File: src/hw/rtl/fqs_div.sv
// restoring divider, one quotient bit per cycle
`timescale 1ns / 1ps

module fqs_div #(
    parameter int DIVIDEND_W = 49,
    parameter int DIVISOR_W  = 9
) (
    input  logic                  i_clk,
    input  logic                  i_rst_n,
    input  logic                  i_start,
    input  logic [DIVIDEND_W-1:0] i_dividend,
    input  logic [DIVISOR_W-1:0]  i_divisor,
    output logic                  o_done,
    output logic [DIVIDEND_W-1:0] o_quotient
);

    localparam int CNT_W = $clog2(DIVIDEND_W + 1);

    logic                  r_busy, n_busy;
    logic                  r_done, n_done;
    logic [CNT_W-1:0]      r_cnt, n_cnt;
    logic [DIVIDEND_W-1:0] r_quo, n_quo;
    logic [DIVISOR_W-1:0]  r_rem, n_rem;
    logic [DIVISOR_W-1:0]  r_dvs, n_dvs;
    logic [DIVISOR_W:0]    trial;
    logic [DIVISOR_W:0]    diff;

    // shift in next dividend bit, subtract if it fits
    assign trial = {r_rem, r_quo[DIVIDEND_W-1]};
    assign diff  = trial - {1'b0, r_dvs};

    always_comb begin
        n_busy = r_busy;
        n_done = 1'b0;
        n_cnt  = r_cnt;
        n_quo  = r_quo;
        n_rem  = r_rem;
        n_dvs  = r_dvs;
        if (i_start) begin
            n_busy = 1'b1;
            n_cnt  = CNT_W'(DIVIDEND_W);
            n_quo  = i_dividend;
            n_rem  = '0;
            n_dvs  = i_divisor;
        end else if (r_busy) begin
            if (trial >= {1'b0, r_dvs}) begin
                n_rem = diff[DIVISOR_W-1:0];
                n_quo = {r_quo[DIVIDEND_W-2:0], 1'b1};
            end else begin
                n_rem = trial[DIVISOR_W-1:0];
                n_quo = {r_quo[DIVIDEND_W-2:0], 1'b0};
            end
            n_cnt = r_cnt - CNT_W'(1);
            if (r_cnt == CNT_W'(1)) begin
                n_busy = 1'b0;
                n_done = 1'b1;
            end
        end
    end

    always_ff @(posedge i_clk) begin
        if (!i_rst_n) begin
            r_busy <= 1'b0;
            r_done <= 1'b0;
            r_cnt  <= '0;
        end else begin
            r_busy <= n_busy;
            r_done <= n_done;
            r_cnt  <= n_cnt;
        end
        r_quo <= n_quo;
        r_rem <= n_rem;
        r_dvs <= n_dvs;
    end

    assign o_done     = r_done;
    assign o_quotient = r_quo;

    a_no_restart: assert property (@(posedge i_clk) disable iff (!i_rst_n)
        i_start |-> !r_busy)
        else $error("divider started while busy");

    a_done_ends_run: assert property (@(posedge i_clk) disable iff (!i_rst_n)
        r_done |-> !r_busy)
        else $error("divider done while still busy");

    a_zero_divisor: assert property (@(posedge i_clk) disable iff (!i_rst_n)
        i_start |-> i_divisor != '0)
        else $error("divider started with zero divisor");

endmodule

File: config.mk
export PLATFORM = sky130hd
export DESIGN_NAME = fqs_div
export DESIGN_NICKNAME = d
export VERILOG_FILES = /design/src/hw/rtl/fqs_div.sv
export SDC_FILE = /design/constraint.sdc
export NUM_CORES = 1
export LEC_CHECK = 0
export ABC_AREA = 0
export BUFFER_PORTS_ARGS = -buffer_cell sky130_fd_sc_hd__buf_2
export CORE_MARGIN = 2
export CORE_UTILIZATION = 55
export DETAILED_ROUTE_END_ITERATION = 7
export GPL_TIMING_DRIVEN = 1
export PLACE_DENSITY = 0.93
export SYNTH_ARGS = -nofsm -noshare
export SYNTH_HDL_FRONTEND = slang
export SYNTH_SLANG_ARGS = --single-unit
File: constraint.sdc
create_clock -name i_clk -period 4.52 [get_ports i_clk]
set_clock_uncertainty 0.2 [all_clocks]
set_input_delay 0.452 -clock i_clk [delete_from_list [all_inputs] [get_ports i_clk]]
set_output_delay 0.452 -clock i_clk [all_outputs]
set_load 0.01 [all_outputs]
==> flow_summary.yaml, run 1 <==
run_status:
  outcome: "completed"
min_path:
  holdPathStages: 1
  whs_endpoint: "r_dvs[2]"
  worstHoldStart: "i_divisor[2]"
  hp-class: "primary input to flop"
setup_path:
  start_kind: "flop"
  worst_ep_required_time_ns: 4.52
  r2r_slack_ns: 1.75
  regToRegStartpoint: "o_quotient[48]"
  r2r-end: "r_rem[6]"
  crit_path_end_kind: "flop"
  arrival_ns: 2.77
  cp_max_fo: 14
  r2r_cells: 9
  path_class: "flop to flop"
timing:
  slew_headroom_pct: 25.2
  slew_viol_final: 0
  fmax_mhz: 361
  tns_ns: 0
  finalSetupViolCount: 0
  hold_viol: 0
  tightest_slew_ns: 1.12
  min_period_ns: 2.77
  rsz0062_at_grt: "false"
  fin_crit_sh_pct: 61.3
clocking:
  ctsRootBufferMaster: "clkbuf_8"
  clock_path_buffers: 2
  cts_tree: "built"
  postCtsSetupBuffers: 0
  cts_made_buffers: 9
  clk_pin_slew_ns: 0.08
  cts-resized-gates: 0
  htree_levels: 3
  cts_num_sinks: 75
  clk_latency_ns: 0.34
  holdBufCountCts: 0
final_layout:
  syn_to_final_growth_pct: 22.1
  fillers: 452
  n_antenna_cell: 0
  nNetsFinal: 448
  utilization_pct: 68.9
  drive_gt1_share_pct: 48.2
floorplan:
  io_pins: 111
  design.core.area_um2: 6310
  die_h_um: 84.5
  initial_utilization_pct: 56.4
  dieArea_um2: 7140
  fp.dieW_um: 84.5
  rows: 29
global_routing:
  grt_pass1_vias: 2609
  grt_pass1_wl_mm: 12.0
  antenna_found_initial: 0
  grt_max_degree: 50
  grt_use_total_pct: 21.9
  overflow: 0
route:
  antenna_left: 0
  post_drt_wl_per_cell_um: 16.7
  routed_wl_mm: 7.62
  dr.pass1.iters: 4
  viasPerCell: 5.55
  drc: 0
  drt_iter0_drc: 153
  route.vias.total: 2536
placed_design:
  post-dp-hpwl_mm: 5.44
  gp_congestion: 0.820
  io_buffers: 110
synthesis:
  synthTopCellsByCount: "edfxtp_1 (58), mux2_2 (48), nor2_1 (20), dfxtp_1 (17), inv_1 (15)"
  synth_area_leaders: "edfxtp_1 (49%), mux2_2 (15%), dfxtp_1 (9.6%)"
  synth_top_area_share_pct: 48.9
  yosysMostFrequentCell: "edfxtp_1"
  synth_edf_count: 58
  async_flop_share_pct: 0
  avgSynthCellArea_um2: 13.5
  synth-seq-cells: 75
  ys_types: 41
  ys_warn_count: 0
  ys_seq_area_share_pct: 58.4
  syn_nets: 337
  synth_ff_type: "edfxtp_1"
  yosysTopAreaCell: "edfxtp_1"
  synth_cells: 264
  syn-cell-area_um2: 3560
power:
  ir_worst_vdd_v: 0.000264
  p_leak_nw: 1.85
  p_per_area_nw_per_um2: 391
job:
  drv_cap: 0
-- final cells by class --
| class | instances | area, um^2 | area share, % |
|---|---|---|---|
| inverters | 15 | 56.3 | 1.29 |
| clock inverters | 5 | 53.8 | 1.24 |
| well taps | 77 | 96.3 | 2.22 |
| multi-input cells | 163 | 1370 | 31.5 |
| clock buffers | 11 | 131 | 3.02 |
| repair buffers | 111 | 558 | 12.8 |
| flip-flops and latches | 75 | 2080 | 47.9 |
-- worst max-delay path by stage --
stage	startpoint	to	depth (start not counted)
floorplan	o_quotient[48]	r_rem[3]	10
global placement	o_quotient[48]	r_rem[4]	9
detailed placement	o_quotient[48]	r_rem[6]	9
CTS	o_quotient[48]	r_rem[5]	9
global route	o_quotient[48]	r_rem[4]	9
finish	o_quotient[48]	r_rem[6]	9
-- per-layer routing --
| layer | GRT usage (%) | part of all wire, % | vias up |
|---|---|---|---|
| met5 | 0 | 0 | - |
| li1 | - | - | 1200 |
| met3 | 7.77 | 8.7 | 21 |
| met4 | 12.0 | 2.8 | 0 |
| met1 | 25.8 | 39 | 1202 |
| met2 | 35.2 | 49 | 113 |
-- registers in the layout (all words and copies together) (netlist names) --
name / cells
o_quotient: 49
r_cnt: 6
o_done: 1
r_dvs: 9
r_busy: 1
r_rem: 9
-- metrics by stage --
| step | hold WS [ns] | worst slack (ns) | instance area [um^2] | instances | total power [mW] |
|---|---|---|---|---|---|
| after floorplan | 0.257 | 2.00 | 3560 | 264 | 1.10 |
| after global placement | 0.280 | 1.94 | 4160 | 441 | 1.20 |
| after detailed placement | 0.290 | 1.80 | 4160 | 441 | 1.22 |
| after CTS | 0.0656 | 1.75 | 4350 | 457 | 1.71 |
| after global routing | 0.0631 | 1.62 | 4350 | 457 | 1.77 |
| final | 0.0811 | 1.75 | 4350 | 457 | 1.70 |
-- power by group --
| part | internal [mW] | switching (mW) |
|---|---|---|
| Clock | 0.254 | 0.242 |
| Sequential | 0.826 | 0.0442 |
| Combinational | 0.161 | 0.174 |
| Total | 1.24 | 0.461 |
-- logic make-up (layout without fill, tap and decap cells) --
| logic type | after synthesis | after routing | share of synthesized area (%) |
|---|---|---|---|
| AO/OA/AOI/OAI | 36 | 36 | 7.34 |
| XOR/XNOR | 9 | 9 | 2.21 |
| adder cells (fa/ha/maj) | 12 | 12 | 4.43 |
| buffers and inverters | 26 | 142 | 3.06 |
| flip-flops | 75 | 75 | 58.4 |
| multiplexers | 57 | 57 | 17.7 |
| AND/OR/NAND/NOR | 49 | 49 | 6.81 |
-- cell usage in the layout (no fill, tap or decap), drive strengths merged, types with 2 or more instances in the layout --
cell type  synthesis  layout
xnor2              4       4
or3                2       2
inv               15      15
a211oi            10      10
or2                3       3
a21o               2       2
edfxtp            58      58
nor2              20      20
nand3b             3       3
buf                2     111
o211ai             3       3
nand3              4       4
mux2i              9       9
o21a               4       4
o21ai              3       3
mux2              48      48
clkbuf             9      11
nand2              8       8
ha                11      11
xor2               5       5
a311oi             2       2
dfxtp             17      17
clkinv             0       4
a21oi              8       8
-- critical path, cell delays in order (launching register included) --
cell,delay [ns]
edfxtp_1,0.41
inv_1,0.08
ha_1,0.15
inv_1,0.05
fa_1,0.42
a211oi_2,0.33
o21a_1,0.25
o211a_2,0.39
mux2i_1,0.26
a211oi_1,0.09
Power figures use the tool's default switching activity.
==> run 2, diff against run 1 <==
==> config.mk (replaced) <==
export PLATFORM = sky130hd
export DESIGN_NAME = fqs_div
export DESIGN_NICKNAME = d
export VERILOG_FILES = /design/src/hw/rtl/fqs_div.sv
export SDC_FILE = /design/constraint.sdc
export NUM_CORES = 1
export LEC_CHECK = 0
export ABC_AREA = 1
export BUFFER_PORTS_ARGS = -buffer_cell sky130_fd_sc_hd__buf_2
export CORE_MARGIN = 2
export CORE_UTILIZATION = 46
export DETAILED_ROUTE_END_ITERATION = 7
export GPL_TIMING_DRIVEN = 1
export PLACE_DENSITY = 0.84
export SYNTH_ARGS = -nofsm -noshare
export SYNTH_HDL_FRONTEND = slang
export SYNTH_SLANG_ARGS = --single-unit
==> constraint.sdc (replaced) <==
create_clock -name i_clk -period 2.3 [get_ports i_clk]
set_clock_uncertainty 0.2 [all_clocks]
set_input_delay 0.23 -clock i_clk [delete_from_list [all_inputs] [get_ports i_clk]]
set_output_delay 0.23 -clock i_clk [all_outputs]
set_load 0.01 [all_outputs]
==> flow_summary.yaml, run 2 <==
global_routing:
  grt_use_total_pct: 22.8
  overflow: 0
  grt_pass1_vias: 3390
  antenna_found_initial: 0
  grt_max_degree: 36
  grt_pass1_wl_mm: 15.3
floorplan:
  dieArea_um2: 8600
  io_pins: 111
  rows: 32
  design.core.area_um2: 7690
  fp.dieW_um: 92.7
  initial_utilization_pct: 47.1
  die_h_um: 92.7
final_layout:
  utilization_pct: 65.8
  final_cell_mix: "nand2_1 (194), buf_2 (110), dlygate4sd3_1 (58), edfxtp_1 (58), inv_1 (40)"
  n_antenna_cell: 0
  largest_register_ffs: 49
  syn_to_final_growth_pct: 39.7
  final_common_cell: "nand2_1"
  nNetsFinal: 662
  drive_gt1_share_pct: 24.6
synthesis:
  syn_nets: 487
  syn-cell-area_um2: 3620
  ys_seq_area_share_pct: 57.5
  synth_edf_count: 58
  synth_top_area_share_pct: 48.1
  ys_warn_count: 0
  yosysTopAreaCell: "edfxtp_1"
  synth_ff_type: "edfxtp_1"
  yosysMostFrequentCell: "nand2_1"
  async_flop_share_pct: 0
  ys_types: 27
  synth-seq-cells: 75
  synth_cells: 414
  avgSynthCellArea_um2: 8.75
  synthTopCellsByCount: "nand2_1 (194), edfxtp_1 (58), inv_1 (41), nand3_1 (24), dfxtp_1 (17)"
  synth_area_leaders: "edfxtp_1 (48%), nand2_1 (20%), dfxtp_1 (9.4%)"
setup_path:
  worst_ep_required_time_ns: 2.33
  arrival_ns: 2.12
  cp_max_fo: 6
  path_class: "flop to flop"
  crit_path_end_kind: "flop"
  start_kind: "flop"
timing:
  tns_ns: 0
  finalSetupViolCount: 0
  worst_slack_ns: 0.202
  fin_crit_sh_pct: 91.2
  rsz0062_at_grt: "false"
  holdWs_ns: 0.0729
  min_period_ns: 2.10
  fmax_mhz: 477
  slew_headroom_pct: 66.6
  slew_viol_final: 0
  hold_viol: 0
  tightest_slew_ns: 0.499
route:
  dr.pass1.iters: 5
  antenna_left: 0
  drt_iter0_drc: 236
  post_drt_wl_per_cell_um: 13.8
  drc: 0
  routed_wl_mm: 9.64
  viasPerCell: 4.96
  route.vias.total: 3451
placed_design:
  place_ws_ns: 0.140
  gp_congestion: 0.921
  post-dp-hpwl_mm: 5.99
  io_buffers: 110
clocking:
  clk_pin_slew_ns: 0.08
  clk_latency_ns: 0.35
  htree_levels: 3
  clock_path_buffers: 2
  cts_num_sinks: 75
  cts_made_buffers: 9
  ctsRootBufferMaster: "clkbuf_8"
  cts_tree: "built"
min_path:
  hp-class: "primary input to flop"
job:
  drv_cap: 0
power:
  ir_worst_vdd_v: 0.000360
  p_leak_nw: 2.54
  p_per_area_nw_per_um2: 624
run_status:
  outcome: "completed"
-- run 2: timing repair --
action	in CTS	in global routing
buffers inserted	0	3
hold buffers	58	0
hold endpoints to repair	61	0
resized for setup	0	2
endpoints found under the setup margin	0	8
-- run 2: power breakdown --
group          internal [mW]  switching [mW]  leakage, nW  total [mW]
sequential              1.61          0.0711        0.729        1.68
clock                  0.385           0.493       0.0787       0.878
combinational          0.269           0.329         1.73       0.598
total                   2.26           0.893         2.54        3.16
-- run 2: kinds of logic after synthesis --
logic type                 share of synthesized area (%)
AOI/OAI and AO/OA                                   2.42
xor gates and xnor gates                            1.21
adders and majority gates                           4.35
buffers and inverters                               6.22
DFF                                                 57.5
and+or+nand+nor                                     28.3
-- run 2: routing by layer --
| metal | part of all wire [%] | global-route usage (%) | up-vias | routed length, um |
|---|---|---|---|---|
| li1 | - | - | 1672 | - |
| met1 | 40 | 27.9 | 1599 | 3860 |
| met2 | 49 | 38.0 | 151 | 4740 |
| met3 | 7.5 | 4.80 | 29 | 724 |
| met4 | 3.3 | 12.0 | 0 | 314 |
| met5 | 0 | 0 | - | 0 |
-- run 2: area by class of cell --
class	count	area (um^2)
Multi-Input combinational cell	284	1320
Clock buffer	9	124
Clock inverter	7	45.0
Inverter	42	158
Timing Repair Buffer	177	1200
Tap cell	102	128
Sequential cell	75	2080
Fill cell	605	2630
-- run 2: through the flow --
stage               instance area, um^2  power [mW]  std cells
floorplan                          3620        1.99        414
global placement                   4280        2.19        619
detailed placement                 4280        2.21        619
CTS                                5030        3.16        693
global route                       5060        3.30        696
finish                             5060        3.16        696
-- run 2: final timing paths --
check | start | to | slack (ns) | depth (start not counted)
setup / recovery | o_quotient[48] | r_rem[3] | 0.20 | 11
hold / removal | i_dividend[0] | o_quotient[0] | 0.07 | 3
hold reg to reg | r_rem[7] | r_rem[7] | 0.29 | 2
setup reg to reg | o_quotient[48] | r_rem[3] | 0.20 | 11
-- run 2: critical path, cell delays in order (launching register included) --
cell      delay [ns]
edfxtp_1        0.39
inv_1           0.08
ha_1            0.14
inv_1           0.06
fa_1            0.42
nand2_1         0.13
nand3_2         0.10
nand2_4         0.11
buf_4           0.12
nand3_1         0.07
nand3_1         0.10
o21ai_0         0.07
